$ cat config.mk
export PLATFORM = sky130hd
export DESIGN_NAME = i2c_master_byte_sequencer_flat
export DESIGN_NICKNAME = d
export VERILOG_FILES = /design/src/sv/i2cm_pkg.sv /design/src/sv/i2cm_if.sv /design/src/sv/i2c_master_byte_sequencer.sv /design/src/flat_wrapper.sv
export SDC_FILE = /design/constraint.sdc
export NUM_CORES = 1
export LEC_CHECK = 0
export BUFFER_PORTS_ARGS = -buffer_cell sky130_fd_sc_hd__buf_2
export CAP_MARGIN = 0
export CORE_ASPECT_RATIO = 0.75
export CORE_MARGIN = 1
export CORE_UTILIZATION = 28
export CTS_CLUSTER_SIZE = 14
export DETAILED_ROUTE_END_ITERATION = 10
export GPL_TIMING_DRIVEN = 0
export REMOVE_ABC_BUFFERS = 1
export SYNTH_ARGS = -nofsm -noshare
export SYNTH_HDL_FRONTEND = slang
export SYNTH_SLANG_ARGS = --single-unit
$ cat constraint.sdc
create_clock -name clk -period 8.15 [get_ports clk]
set_clock_uncertainty 0.1 [all_clocks]
set_input_delay 0.815 -clock clk [delete_from_list [all_inputs] [get_ports clk]]
set_output_delay 0.815 -clock clk [all_outputs]
set_load 0.005 [all_outputs]
$ cat src/sv/i2cm_pkg.sv
// Package: types, phase codes and command codes of the I2C master byte sequencer.
`default_nettype none

package i2cm_pkg;

	localparam int unsigned HOLD_W     = 10;
	localparam int unsigned POLL_W     = 8;
	localparam int unsigned BYTE_W     = 8;
	localparam int unsigned BITCNT_W   = 4;
	localparam int unsigned CMD_W      = 3;
	localparam int unsigned CFG_IDX_W  = 1;
	localparam int unsigned CFG_DATA_W = 10;

	localparam logic [HOLD_W-1:0]   HOLD_RESET    = 10'd5;
	localparam logic [POLL_W-1:0]   TIMEOUT_RESET = 8'd250;
	localparam logic [BITCNT_W-1:0] BYTE_BITS     = 4'd8;
	localparam logic [BYTE_W-1:0]   MSB_MASK      = 8'h80;

	typedef enum logic [CFG_IDX_W-1:0] {
		CFG_HOLD_TICKS = 1'b0,
		CFG_ACK_POLLS  = 1'b1
	} cfg_idx_t;

	typedef enum logic [CMD_W-1:0] {
		CMD_START = 3'd0,
		CMD_STOP  = 3'd1,
		CMD_WRITE = 3'd2,
		CMD_WACK  = 3'd3,
		CMD_READ  = 3'd4
	} cmd_t;

	typedef enum logic [4:0] {
		PH_IDLE   = 5'd0,
		PH_ST0    = 5'd1,
		PH_ST1    = 5'd2,
		PH_ST2    = 5'd3,
		PH_ST3    = 5'd4,
		PH_SP0    = 5'd5,
		PH_SP1    = 5'd6,
		PH_SP2    = 5'd7,
		PH_SP3    = 5'd8,
		PH_WA0    = 5'd9,
		PH_WA1    = 5'd10,
		PH_POLL   = 5'd11,
		PH_WAEND  = 5'd12,
		PH_WRSDA  = 5'd13,
		PH_WRHI   = 5'd14,
		PH_WRLO   = 5'd15,
		PH_RDLO   = 5'd16,
		PH_RDHI   = 5'd17,
		PH_RDSMP  = 5'd18,
		PH_AKLO   = 5'd19,
		PH_AKSDA  = 5'd20,
		PH_AKHI   = 5'd21,
		PH_AKLO2  = 5'd22,
		PH_FINISH = 5'd23
	} phase_t;

	typedef struct packed {
		logic              cmd_valid;
		logic [CMD_W-1:0]  command;
		logic [BYTE_W-1:0] write_byte;
		logic              send_ack;
		logic              sda_in;
	} tick_t;

	typedef struct packed {
		logic              scl_level;
		logic              sda_level;
		logic              sda_drive;
		logic              busy_res;
		logic              done_res;
		logic [BYTE_W-1:0] read_data;
		logic              ack_failed;
	} res_t;

endpackage

`default_nettype wire

$ cat src/sv/i2cm_if.sv
// Interfaces: tick input channel and result output channel.
`default_nettype none

interface i2cm_tick_if import i2cm_pkg::*; ();
	logic  valid;
	logic  ready;
	tick_t payload;

	modport source (output valid, output payload, input ready);
	modport sink (input valid, input payload, output ready);
endinterface

interface i2cm_res_if import i2cm_pkg::*; ();
	logic valid;
	logic ready;
	res_t payload;

	modport source (output valid, output payload, input ready);
	modport sink (input valid, input payload, output ready);
endinterface

`default_nettype wire

$ cat src/sv/i2c_master_byte_sequencer.sv
// Top level: I2C master byte sequencer, one tick per cycle unless the result stalls.
//
//  channel | direction | payload
//  --------+-----------+---------------------------------------------------------
//  tick    | in        | cmd_valid, command, write_byte, send_ack, sda_in
//  res     | out       | scl_level, sda_level, sda_drive, busy_res, done_res,
//          |           | read_data, ack_failed
//  cfg     | in        | cfg_we, cfg_index, cfg_wdata (hold_ticks, ack_timeout_polls)
//
// One tick transaction per clock unless the result stalls: each accepted tick
// updates the state and loads one result into the output register in the same edge.
// The output register is the only stage; tick.ready stays high while the result
// register is empty or being taken, so a stalled result holds off only new ticks.
// arst_n clears the phase, counters and pin latches (SCL, SDA, drive all high)
// and loads hold_ticks = 5, ack_timeout_polls = 250.
`default_nettype none

module i2c_master_byte_sequencer import i2cm_pkg::*; (
	input  wire logic                  clk,
	input  wire logic                  arst_n,
	i2cm_tick_if.sink                  tick,
	i2cm_res_if.source                 res,
	input  wire logic                  cfg_we,
	input  wire logic [CFG_IDX_W-1:0]  cfg_index,
	input  wire logic [CFG_DATA_W-1:0] cfg_wdata
);

	// Configuration registers.
	logic [HOLD_W-1:0] hold_ticks_q;
	logic [POLL_W-1:0] ack_polls_q;

	// Sequencer state.
	phase_t              phase_q, n_phase;
	logic [BITCNT_W-1:0] bit_cnt_q, n_bit_cnt;
	logic [BYTE_W-1:0]   shift_q, n_shift;
	logic [HOLD_W-1:0]   hold_cnt_q, n_hold_cnt;
	logic [POLL_W-1:0]   poll_cnt_q, n_poll_cnt;
	logic                scl_q, n_scl;
	logic                sda_q, n_sda;
	logic                drive_q, n_drive;
	logic                ack_flag_q, n_ack_flag;
	logic [BYTE_W-1:0]   rdata_q, n_rdata;
	logic                fail_q, n_fail;

	// Result register.
	logic res_valid_q;
	res_t res_q, n_res;

	logic   accept;
	logic   act;
	logic   done;
	phase_t nxt;

	// Accept a tick whenever the result slot is free or drains this cycle.
	assign tick.ready  = !res_valid_q || res.ready;
	assign accept      = tick.valid && tick.ready;
	assign res.valid   = res_valid_q;
	assign res.payload = res_q;

	always_comb begin
		n_phase    = phase_q;
		n_bit_cnt  = bit_cnt_q;
		n_shift    = shift_q;
		n_hold_cnt = hold_cnt_q;
		n_poll_cnt = poll_cnt_q;
		n_scl      = scl_q;
		n_sda      = sda_q;
		n_drive    = drive_q;
		n_ack_flag = ack_flag_q;
		n_rdata    = rdata_q;
		n_fail     = fail_q;
		act        = 1'b0;
		done       = 1'b0;
		nxt        = PH_FINISH;

		if (phase_q == PH_IDLE) begin
			// Take a command only while idle; unknown codes are dropped.
			if (tick.payload.cmd_valid && tick.payload.command <= CMD_READ) begin
				n_bit_cnt  = '0;
				n_poll_cnt = '0;
				n_hold_cnt = '0;
				act        = 1'b1;
				case (cmd_t'(tick.payload.command))
					CMD_START: n_phase = PH_ST0;
					CMD_STOP:  n_phase = PH_SP0;
					CMD_WRITE: begin
						n_phase = PH_WRSDA;
						n_shift = tick.payload.write_byte;
					end
					CMD_WACK: begin
						n_phase = PH_WA0;
						n_fail  = 1'b0;
					end
					default: begin
						n_phase    = PH_RDLO;
						n_shift    = '0;
						n_ack_flag = tick.payload.send_ack;
					end
				endcase
			end
		end else if (hold_cnt_q != '0) begin
			n_hold_cnt = hold_cnt_q - 1'b1;
		end else begin
			act = 1'b1;
		end

		if (act) begin
			case (n_phase)
				PH_ST0: begin
					n_drive = 1'b1;
					n_sda   = 1'b1;
					nxt     = PH_ST1;
				end
				PH_ST1: begin
					n_scl = 1'b1;
					nxt   = PH_ST2;
				end
				PH_ST2: begin
					n_sda = 1'b0;
					nxt   = PH_ST3;
				end
				PH_ST3: n_scl = 1'b0;
				PH_SP0: begin
					n_drive = 1'b1;
					n_scl   = 1'b0;
					nxt     = PH_SP1;
				end
				PH_SP1: begin
					n_sda = 1'b0;
					nxt   = PH_SP2;
				end
				PH_SP2: begin
					n_scl = 1'b1;
					nxt   = PH_SP3;
				end
				PH_SP3: n_sda = 1'b1;
				PH_WA0: begin
					n_drive = 1'b0;
					n_sda   = 1'b1;
					nxt     = PH_WA1;
				end
				PH_WA1: begin
					n_scl = 1'b1;
					nxt   = PH_POLL;
				end
				PH_POLL: begin
					// Low SDA is the acknowledge; too many high polls abort with a stop.
					if (!tick.payload.sda_in) begin
						nxt = PH_WAEND;
					end else if (n_poll_cnt >= ack_polls_q) begin
						n_fail = 1'b1;
						nxt    = PH_SP0;
					end else begin
						n_poll_cnt = n_poll_cnt + 1'b1;
						nxt        = PH_POLL;
					end
				end
				PH_WAEND: n_scl = 1'b0;
				PH_WRSDA: begin
					n_drive = 1'b1;
					n_sda   = |(n_shift & MSB_MASK);
					n_shift = {n_shift[BYTE_W-2:0], 1'b0};
					nxt     = PH_WRHI;
				end
				PH_WRHI: begin
					n_scl = 1'b1;
					nxt   = PH_WRLO;
				end
				PH_WRLO: begin
					n_scl     = 1'b0;
					n_bit_cnt = n_bit_cnt + 1'b1;
					nxt       = (n_bit_cnt >= BYTE_BITS) ? PH_FINISH : PH_WRSDA;
				end
				PH_RDLO: begin
					n_drive = 1'b0;
					n_scl   = 1'b0;
					nxt     = PH_RDHI;
				end
				PH_RDHI: begin
					n_scl = 1'b1;
					nxt   = PH_RDSMP;
				end
				PH_RDSMP: begin
					n_shift   = {n_shift[BYTE_W-2:0], tick.payload.sda_in};
					n_bit_cnt = n_bit_cnt + 1'b1;
					if (n_bit_cnt >= BYTE_BITS) begin
						n_rdata = n_shift;
						nxt     = PH_AKLO;
					end else begin
						nxt = PH_RDLO;
					end
				end
				PH_AKLO: begin
					n_scl = 1'b0;
					nxt   = PH_AKSDA;
				end
				PH_AKSDA: begin
					n_drive = 1'b1;
					n_sda   = !n_ack_flag;
					nxt     = PH_AKHI;
				end
				PH_AKHI: begin
					n_scl = 1'b1;
					nxt   = PH_AKLO2;
				end
				PH_AKLO2: n_scl = 1'b0;
				default: begin
					// Finish tick: no pin change, pulse done, drop back to idle.
					nxt  = PH_IDLE;
					done = 1'b1;
				end
			endcase
			n_phase = nxt;
			// Reload the hold count; a zero hold acts as one tick.
			if (nxt != PH_IDLE && hold_ticks_q != '0) begin
				n_hold_cnt = hold_ticks_q - 1'b1;
			end else begin
				n_hold_cnt = '0;
			end
		end

		n_res.scl_level  = n_scl;
		n_res.sda_level  = n_sda;
		n_res.sda_drive  = n_drive;
		n_res.busy_res   = (n_phase != PH_IDLE);
		n_res.done_res   = done;
		n_res.read_data  = n_rdata;
		n_res.ack_failed = n_fail;
	end

	// Configuration writes land at any time; out-of-range indexes are ignored.
	always_ff @(posedge clk or negedge arst_n) begin
		if (!arst_n) begin
			hold_ticks_q <= HOLD_RESET;
			ack_polls_q  <= TIMEOUT_RESET;
		end else if (cfg_we) begin
			case (cfg_idx_t'(cfg_index))
				CFG_HOLD_TICKS: hold_ticks_q <= cfg_wdata[HOLD_W-1:0];
				CFG_ACK_POLLS:  ack_polls_q  <= cfg_wdata[POLL_W-1:0];
				default: ;
			endcase
		end
	end

	// Advance the sequencer on every accepted tick.
	always_ff @(posedge clk or negedge arst_n) begin
		if (!arst_n) begin
			phase_q    <= PH_IDLE;
			bit_cnt_q  <= '0;
			shift_q    <= '0;
			hold_cnt_q <= '0;
			poll_cnt_q <= '0;
			scl_q      <= 1'b1;
			sda_q      <= 1'b1;
			drive_q    <= 1'b1;
			ack_flag_q <= 1'b0;
			rdata_q    <= '0;
			fail_q     <= 1'b0;
		end else if (accept) begin
			phase_q    <= n_phase;
			bit_cnt_q  <= n_bit_cnt;
			shift_q    <= n_shift;
			hold_cnt_q <= n_hold_cnt;
			poll_cnt_q <= n_poll_cnt;
			scl_q      <= n_scl;
			sda_q      <= n_sda;
			drive_q    <= n_drive;
			ack_flag_q <= n_ack_flag;
			rdata_q    <= n_rdata;
			fail_q     <= n_fail;
		end
	end

	// Hold the result until taken; load a fresh one with each accepted tick.
	always_ff @(posedge clk or negedge arst_n) begin
		if (!arst_n) begin
			res_valid_q <= 1'b0;
		end else if (accept) begin
			res_valid_q <= 1'b1;
		end else if (res.ready) begin
			res_valid_q <= 1'b0;
		end
	end

	always_ff @(posedge clk) begin
		if (accept) begin
			res_q <= n_res;
		end
	end

endmodule

`default_nettype wire

$ cat src/flat_wrapper.sv
// flat-port wrapper written by rule: the top's interface ports become plain ports
module i2c_master_byte_sequencer_flat import i2cm_pkg::*;
  (clk, arst_n, cfg_we, cfg_index, cfg_wdata, tick_valid, tick_payload, tick_ready, res_valid, res_payload, res_ready);
  i2cm_tick_if tick_i ();
  i2cm_res_if res_i ();
  input  wire logic clk;
  input  wire logic arst_n;
  input  wire logic cfg_we;
  input  wire logic [CFG_IDX_W-1:0] cfg_index;
  input  wire logic [CFG_DATA_W-1:0] cfg_wdata;
  input wire logic [$bits(tick_i.valid)-1:0] tick_valid;
  input wire logic [$bits(tick_i.payload)-1:0] tick_payload;
  output wire logic [$bits(tick_i.ready)-1:0] tick_ready;
  output wire logic [$bits(res_i.valid)-1:0] res_valid;
  output wire logic [$bits(res_i.payload)-1:0] res_payload;
  input wire logic [$bits(res_i.ready)-1:0] res_ready;
  assign tick_i.valid = tick_valid;
  assign tick_i.payload = tick_payload;
  assign tick_ready = tick_i.ready;
  assign res_valid = res_i.valid;
  assign res_payload = res_i.payload;
  assign res_i.ready = res_ready;
  i2c_master_byte_sequencer u_core (.clk(clk), .arst_n(arst_n), .tick(tick_i), .res(res_i), .cfg_we(cfg_we), .cfg_index(cfg_index), .cfg_wdata(cfg_wdata));
endmodule
==> results.yml, run 1 <==
placed_design:
  place.gp.congestion: 0.915
  pre_cts_slack_ns: 2.89
  io_buffers: 45
  place.detailed.hpwl_mm: 9.16
synthesis:
  synth_top_flop_cell: "dfrtp_1"
  ys_seq_elements: 81
  synth_edf_count: 14
  yosysWarnings: 0
  synth_area_sq_um: 4980
  syn_area_per_cell_sq_um: 9.58
  postSynthCellCount: 520
  yosysUniqueCellTypes: 71
  ys_seq_area_share_pct: 42.4
  async_flop_share_pct: 82.7
floorplan:
  initial_utilization_pct: 29.2
  die-height_um: 118
  die-area_sq_um: 18300
  core_sq_um: 17100
  num_io_pins: 46
  rows: 41
  die_w_um: 156
critical_path:
  crit_top_cell: "nand4_1"
  cp.arrival_ns: 5.41
  cp-start-kind: "register"
  critical-path-top-delay-family: "simple AND/OR/NAND/NOR gates"
  critPathLaunch: "u_core.phase_q[1]$_DFFE_PN0P_"
  crit_path_top_delay_cell: "nand4_1"
  crit_type: "reg -> reg"
  cp.required_ns: 8.27
  crit_fanout: 27
  rr_startpoint: "u_core.phase_q[1]$_DFFE_PN0P_"
  crit_chain: "nor3_4 > nand4_1 > and2_1 > ha_1 > or4_1 > a21oi_1 > o31ai_1 > nor3_1 > and3_1 > nand4_1 > xor2_1"
  endpoint_kind: "register"
  crit_buf_inv: 0
  slowest_delay_ns: 0.99
hold_path:
  hold_path_startpoint: "u_core.ack_flag_q$_DFFE_PN0P_"
  hold_class: "reg -> reg"
finish:
  syn_to_final_growth_pct: 15.2
  antenna_cells: 0
  drive_gt1_share_pct: 22.2
  fin_nets: 596
  n_fill_cell: 1701
global_routing:
  overflow: 0
  grt_max_degree: 68
  grt_first_pass_wirelength_mm: 21.6
  antenna_found_initial: 0
  grt_pass1_vias: 4094
  track_usage_pct: 14.9
clocking:
  cts_tree: "built"
  clk_path_buf_depth: 2
  cts_hold_buf: 0
  cts_buffers: 9
  root_buffer: "clkbuf_16"
  clock-sinks: 81
  clkLatencyLatePin_ns: 0.34
  h-tree-depth: 3
  cts_resized: 0
  clk_pin_slew_ns: 0.07
  post_cts_buffers: 0
power:
  power_density_nw_per_um2: 293
  ir_drop_uv: 118
  p_leak_nw: 2.44
flow_run:
  max_cap_viol_count: 0
sta:
  worst_pin_slew_ns: 1.28
  rsz0062_at_grt: "no"
  fin_setup_tns_ns: 0
  finalHoldViolCount: 0
  slew_viol_final: 0
  period_needed_ns: 5.29
  setup_slack_ns: 2.86
  slew_headroom_pct: 14.2
  setup_viol: 0
  fin_crit_sh_pct: 64.9
  fmax_ghz: 0.189
routing:
  wl_per_cell_um: 16.2
  drt_wl_total_mm: 12.9
  post-route-drc-count: 0
  drt_iter0_markers: 362
  dr.pass1.iters: 5
  detail-route-antenna-nets: 0
  num_vias: 4190
  viasPerCell: 5.28
run_status:
  status: "finished clean"
-- flip-flops by register name, summed over array words and instances (netlist names), 4 cells and up --
signal,count
u_core.rdata_q,8
u_core.phase_q,5
u_core.shift_q,8
u_core.ack_polls_q,8
u_core.hold_cnt_q,10
u_core.poll_cnt_q,8
u_core.hold_ticks_q,10
u_core.bit_cnt_q,4
u_core.res.payload,14
-- worst reg2reg max path: stages, from the launching register on --
cell     delay, ns
dfrtp_1       0.71
nor3_4        0.46
nand4_1       0.99
and2_1        0.61
ha_1          0.22
or4_1         0.50
a21oi_1       0.14
o31ai_1       0.22
nor3_1        0.55
and3_1        0.37
nand4_1       0.14
xor2_1        0.17
-- where the power goes --
| group | switching (mW) | leakage (nW) | internal, mW |
|---|---|---|---|
| clock | 0.169 | 0.159 | 0.253 |
| sequential | 0.120 | 0.979 | 0.504 |
| combinational | 0.393 | 1.30 | 0.242 |
-- synthesized netlist by cell type, drive strengths merged (3+ instances only) --
cell type,count,area [sq um]
nand2b,5,31.3
nand3,18,103
a21oi,23,115
or4,3,22.5
a31oi,9,56.3
o21a,3,22.5
ha,13,163
a211oi,4,35.0
and2,14,87.6
nor2b,4,25.0
nor3,9,56.3
nand2,66,248
o211ai,8,65.1
nor4,5,37.5
a22oi,9,67.6
xor2,7,61.3
mux2,34,383
mux2i,11,110
nor2,29,125
buf,9,51.3
dfrtp,56,1400
a22o,3,26.3
or3,3,18.8
dfstp,11,289
nand4,9,71.3
o31ai,4,30.0
o21ai,52,283
edfxtp,14,420
clkbuf,15,56.3
xnor2,8,70.1
and3,7,43.8
inv,17,63.8
o221ai,6,52.6
-- through the flow --
| step | total power, mW | cell area (sq um) | utilization [%] | cells | hold slack [ns] |
|---|---|---|---|---|---|
| after global routing | 1.81 | 5740 | 33.6 | 794 | 0.427 |
| final | 1.68 | 5740 | 33.6 | 794 | 0.382 |
| after CTS | 1.68 | 5740 | 33.6 | 794 | 0.386 |
| after detailed placement | 1.26 | 5420 | 31.7 | 778 | 0.375 |
| after global placement | 1.23 | 5390 | 31.6 | 777 | 0.365 |
| after floorplan | 1.06 | 4870 | - | 496 | 0.346 |
-- layout by cell type (no fill, tap or decap), drive strengths merged, types with 8 or more instances in the layout --
cell	n
a21oi	23
a22oi	9
a31oi	9
and2	14
buf	46
clkbuf	12
dfrtp	56
dfstp	11
edfxtp	14
ha	13
inv	17
mux2	34
mux2i	11
nand2	66
nand3	18
nand4	9
nor2	29
nor3	9
o211ai	8
o21ai	52
xnor2	8
-- final cells by class --
| type | count | area (sq um) | share of cell area [%] |
|---|---|---|---|
| multi-input combinational | 397 | 2700 | 47.1 |
| sequential | 81 | 2110 | 36.8 |
| tap | 236 | 295 | 5.15 |
| clock buffer | 12 | 289 | 5.04 |
| timing repair buffer | 46 | 243 | 4.23 |
| inverter | 18 | 67.6 | 1.18 |
| clock inverter | 4 | 31.3 | 0.545 |
-- kinds of logic (layout without fill, tap and decap cells) --
family,Yosys count,in the layout,synth area share [%]
compound gates,141,141,18.8
xor+xnor,15,15,2.64
fa+ha+maj,13,13,3.27
buf+inv,42,80,3.52
flops,81,81,42.4
mux,45,45,9.90
simple gates,183,183,19.5
-- final timing paths --
check,end,slack (ns),cells past startpoint
setup / recovery,u_core.poll_cnt_q[6]$_DFFE_PN0P_,2.86,11
hold / removal,u_core.ack_flag_q$_DFFE_PN0P_,0.38,2
setup reg to reg,u_core.poll_cnt_q[6]$_DFFE_PN0P_,2.86,11
hold reg to reg,u_core.ack_flag_q$_DFFE_PN0P_,0.38,2
max in group asynchronous,u_core.hold_cnt_q[2]$_DFFE_PN0P_,6.88,1
min in group asynchronous,u_core.shift_q[1]$_DFFE_PN0P_,0.50,1
-- metal layers --
| layer | track usage, % | up-vias | part of all wire (%) |
|---|---|---|---|
| met5 | 0 | - | 0 |
| met4 | 4.11 | 0 | 1.0 |
| met3 | 3.46 | 12 | 6.1 |
| met2 | 22.1 | 138 | 43 |
| met1 | 21.5 | 2050 | 50 |
| li1 | - | 1990 | - |
(Power assumes the default switching activity.)
==> run 2: changes to the inputs <==
- ABC_AREA: default -> 1
- clock period: 8.15 -> 5.04 ns (I/O delays scaled with it)
==> run 2 against run 1 <==
  * The run now ends with negative hold slack left
  * Critical path type unchanged
  * Global-route usage decreased by 0.40 points
  * Highest routed layer unchanged
  * Hold slack worse by 0.39 ns
  * Critical path depth grew 8
  * Wire length down 1.4%
==> results.yml, run 2 <==
critical_path:
  crit_chain: "nor2_1 > nand2_1 > nor2_4 > nand2_1 > inv_1 > nor2_1 > ha_1 > a21oi_1 > o21ai_0 > nand2_1 > nand3_1 > nor2_1 > inv_1 > nand2_1 > nand3_1 > o21bai_1 > nand3_1 > nor2_1 > nand2_1"
  rr_startpoint: "u_core.phase_q[0]$_DFFE_PN0P_"
  cp.required_ns: 5.03
  critical-path-top-delay-family: "simple AND/OR/NAND/NOR gates"
  endpoint_kind: "register"
  crit_buf_inv: 2
  cp.arrival_ns: 3.78
  crit_fanout: 12
  cp-start-kind: "register"
  crit_type: "reg -> reg"
  crit_path_top_delay_cell: "inv_1"
  crit_top_cell: "nand2_1"
  reg2reg_setup_slack_ns: 1.25
  critPathLaunch: "u_core.phase_q[0]$_DFFE_PN0P_"
  slowest_delay_ns: 0.44
placed_design:
  place_area_sq_um: 5670
  place.gp.congestion: 0.920
  io_buffers: 45
  pre_cts_slack_ns: 1.16
  place.detailed.hpwl_mm: 9.21
clocking:
  post_cts_buffers: 0
  clk_pin_slew_ns: 0.06
  root_buffer: "clkbuf_16"
  clkLatencyLatePin_ns: 0.35
  h-tree-depth: 3
  cts_resized: 0
  clk_path_buf_depth: 2
  cts_hold_buf: 0
  cts_buffers: 9
  clock-sinks: 81
  cts_tree: "built"
synthesis:
  synth_common_cells: "173 x nand2_1, 102 x inv_1, 81 x nor2_1, 56 x dfrtp_1, 47 x nand3_1"
  postSynthCellCount: 708
  ys_seq_area_share_pct: 40.8
  synth_top_area_cell: "dfrtp_1"
  yosysUniqueCellTypes: 41
  synth_edf_count: 14
  synthTopCellsByArea: "dfrtp_1 27%, nand2_1 13%, edfxtp_1 8.1%"
  syn_area_per_cell_sq_um: 7.31
  synth_area_sq_um: 5180
  yosysMostFrequentCell: "nand2_1"
  async_flop_share_pct: 82.7
  yosysWarnings: 0
  ys_seq_elements: 81
  synth_top_flop_cell: "dfrtp_1"
  synth_top_area_share_pct: 27.1
finish:
  final_common_cell: "nand2_1"
  drive_gt1_share_pct: 14.3
  multi_input_area_sq_um: 2570
  largest_reg_flops: 14
  fin_util_pct: 33.4
  reg.largest.list: "u_core.res.payload (14), u_core.hold_cnt_q (10), u_core.hold_ticks_q (10)"
  syn_to_final_growth_pct: 15.2
  stdcell_area_sq_um: 5960
  regMostFlops: "u_core.res.payload"
  antenna_cells: 0
  seqCellArea_sq_um: 2110
  layout_common_cells: "173 x nand2_1, 101 x inv_1, 81 x nor2_1"
  fin_nets: 792
  n_fill_cell: 1910
floorplan:
  die-height_um: 120
  num_io_pins: 46
  die_w_um: 159
  core_sq_um: 17900
  initial_utilization_pct: 29.0
  rows: 42
  die-area_sq_um: 19000
sta:
  setup_slack_ns: 1.25
  fin_crit_sh_pct: 75.2
  fin_setup_tns_ns: 0
  worst_pin_slew_ns: 0.988
  slew_headroom_pct: 34.0
  hold_ws_ns: -0.00572
  slew_viol_final: 0
  fmax_ghz: 0.264
  setup_viol: 0
  rsz0062_at_grt: "no"
  period_needed_ns: 3.79
  finalHoldViolCount: 4
global_routing:
  met3_usage_pct: 4.42
  grt_first_pass_wirelength_mm: 21.9
  antenna_found_initial: 0
  grt_use_met2_pct: 21.2
  use_met1_pct: 20.8
  track_usage_pct: 14.5
  busiest_layer: "met2"
  grt_pass1_vias: 4318
  overflow: 0
  grt_max_degree: 41
routing:
  detail-route-antenna-nets: 0
  post-route-drc-count: 0
  drt_iter0_markers: 333
  num_vias: 4552
  drt_wl_total_mm: 12.7
  dr.pass1.iters: 5
  wl_per_cell_um: 12.8
  viasPerCell: 4.57
hold_path:
  hold_class: "in -> async"
run_status:
  violations: "negative hold slack"
  status: "complete, but fails checks"
power:
  p_leak_nw: 2.90
  power_density_nw_per_um2: 447
  ir_drop_uv: 170
flow_run:
  max_cap_viol_count: 0
-- run 2: logic make-up after synthesis --
group           after synthesis  synth area share (%)
compound gates              119                  13.0
flops                        81                  40.8
simple gates                347                  29.9
xor+xnor                     21                  3.55
fa+ha+maj                    13                  3.14
buf+inv                     127                  9.60
-- run 2: cell type report --
class / count / area share (%)
Clock buffer: 13 / 4.20
Clock inverter: 3 / 0.692
Inverter: 110 / 6.96
Multi-Input combinational cell: 500 / 43.1
Sequential cell: 81 / 35.4
Tap cell: 242 / 5.08
Timing Repair Buffer: 47 / 4.62
-- run 2: worst paths after layout --
path,end,cells past startpoint
max in group asynchronous,u_core.ack_polls_q[1]$_DFFE_PN1P_,2
min in group clk,u_core.ack_polls_q[3]$_DFFE_PN1P_,3
worst min register to register,u_core.sda_q$_DFFE_PN1P_,2
worst max-delay path,u_core.res.payload[10]$_DFFE_PP_,19
worst max register to register,u_core.res.payload[10]$_DFFE_PP_,19
worst min-delay path,u_core.rdata_q[2]$_DFFE_PN0P_,1
-- run 2: report_power, final --
group / switching, mW / internal [mW]
Clock: 0.267 / 0.398
Sequential: 0.0956 / 0.830
Combinational: 0.723 / 0.354
-- run 2: per-layer routing --
| layer | vias to the layer above | share of wire, % | wire [um] |
|---|---|---|---|
| li1 | 2361 | - | - |
| met1 | 2084 | 52 | 6650 |
| met2 | 95 | 41 | 5180 |
| met3 | 12 | 6.0 | 764 |
| met4 | 0 | 0.90 | 115 |
| met5 | - | 0 | 0 |
-- run 2: metrics by stage --
step / power (mW) / hold slack (ns) / std cells
after detailed placement: 2.01 / 0.359 / 980
after global routing: 2.90 / 0.0138 / 996
after CTS: 2.69 / 0.00537 / 996
after global placement: 2.00 / 0.359 / 978
final: 2.67 / -0.00572 / 996
after floorplan: 1.73 / 0.108 / 691
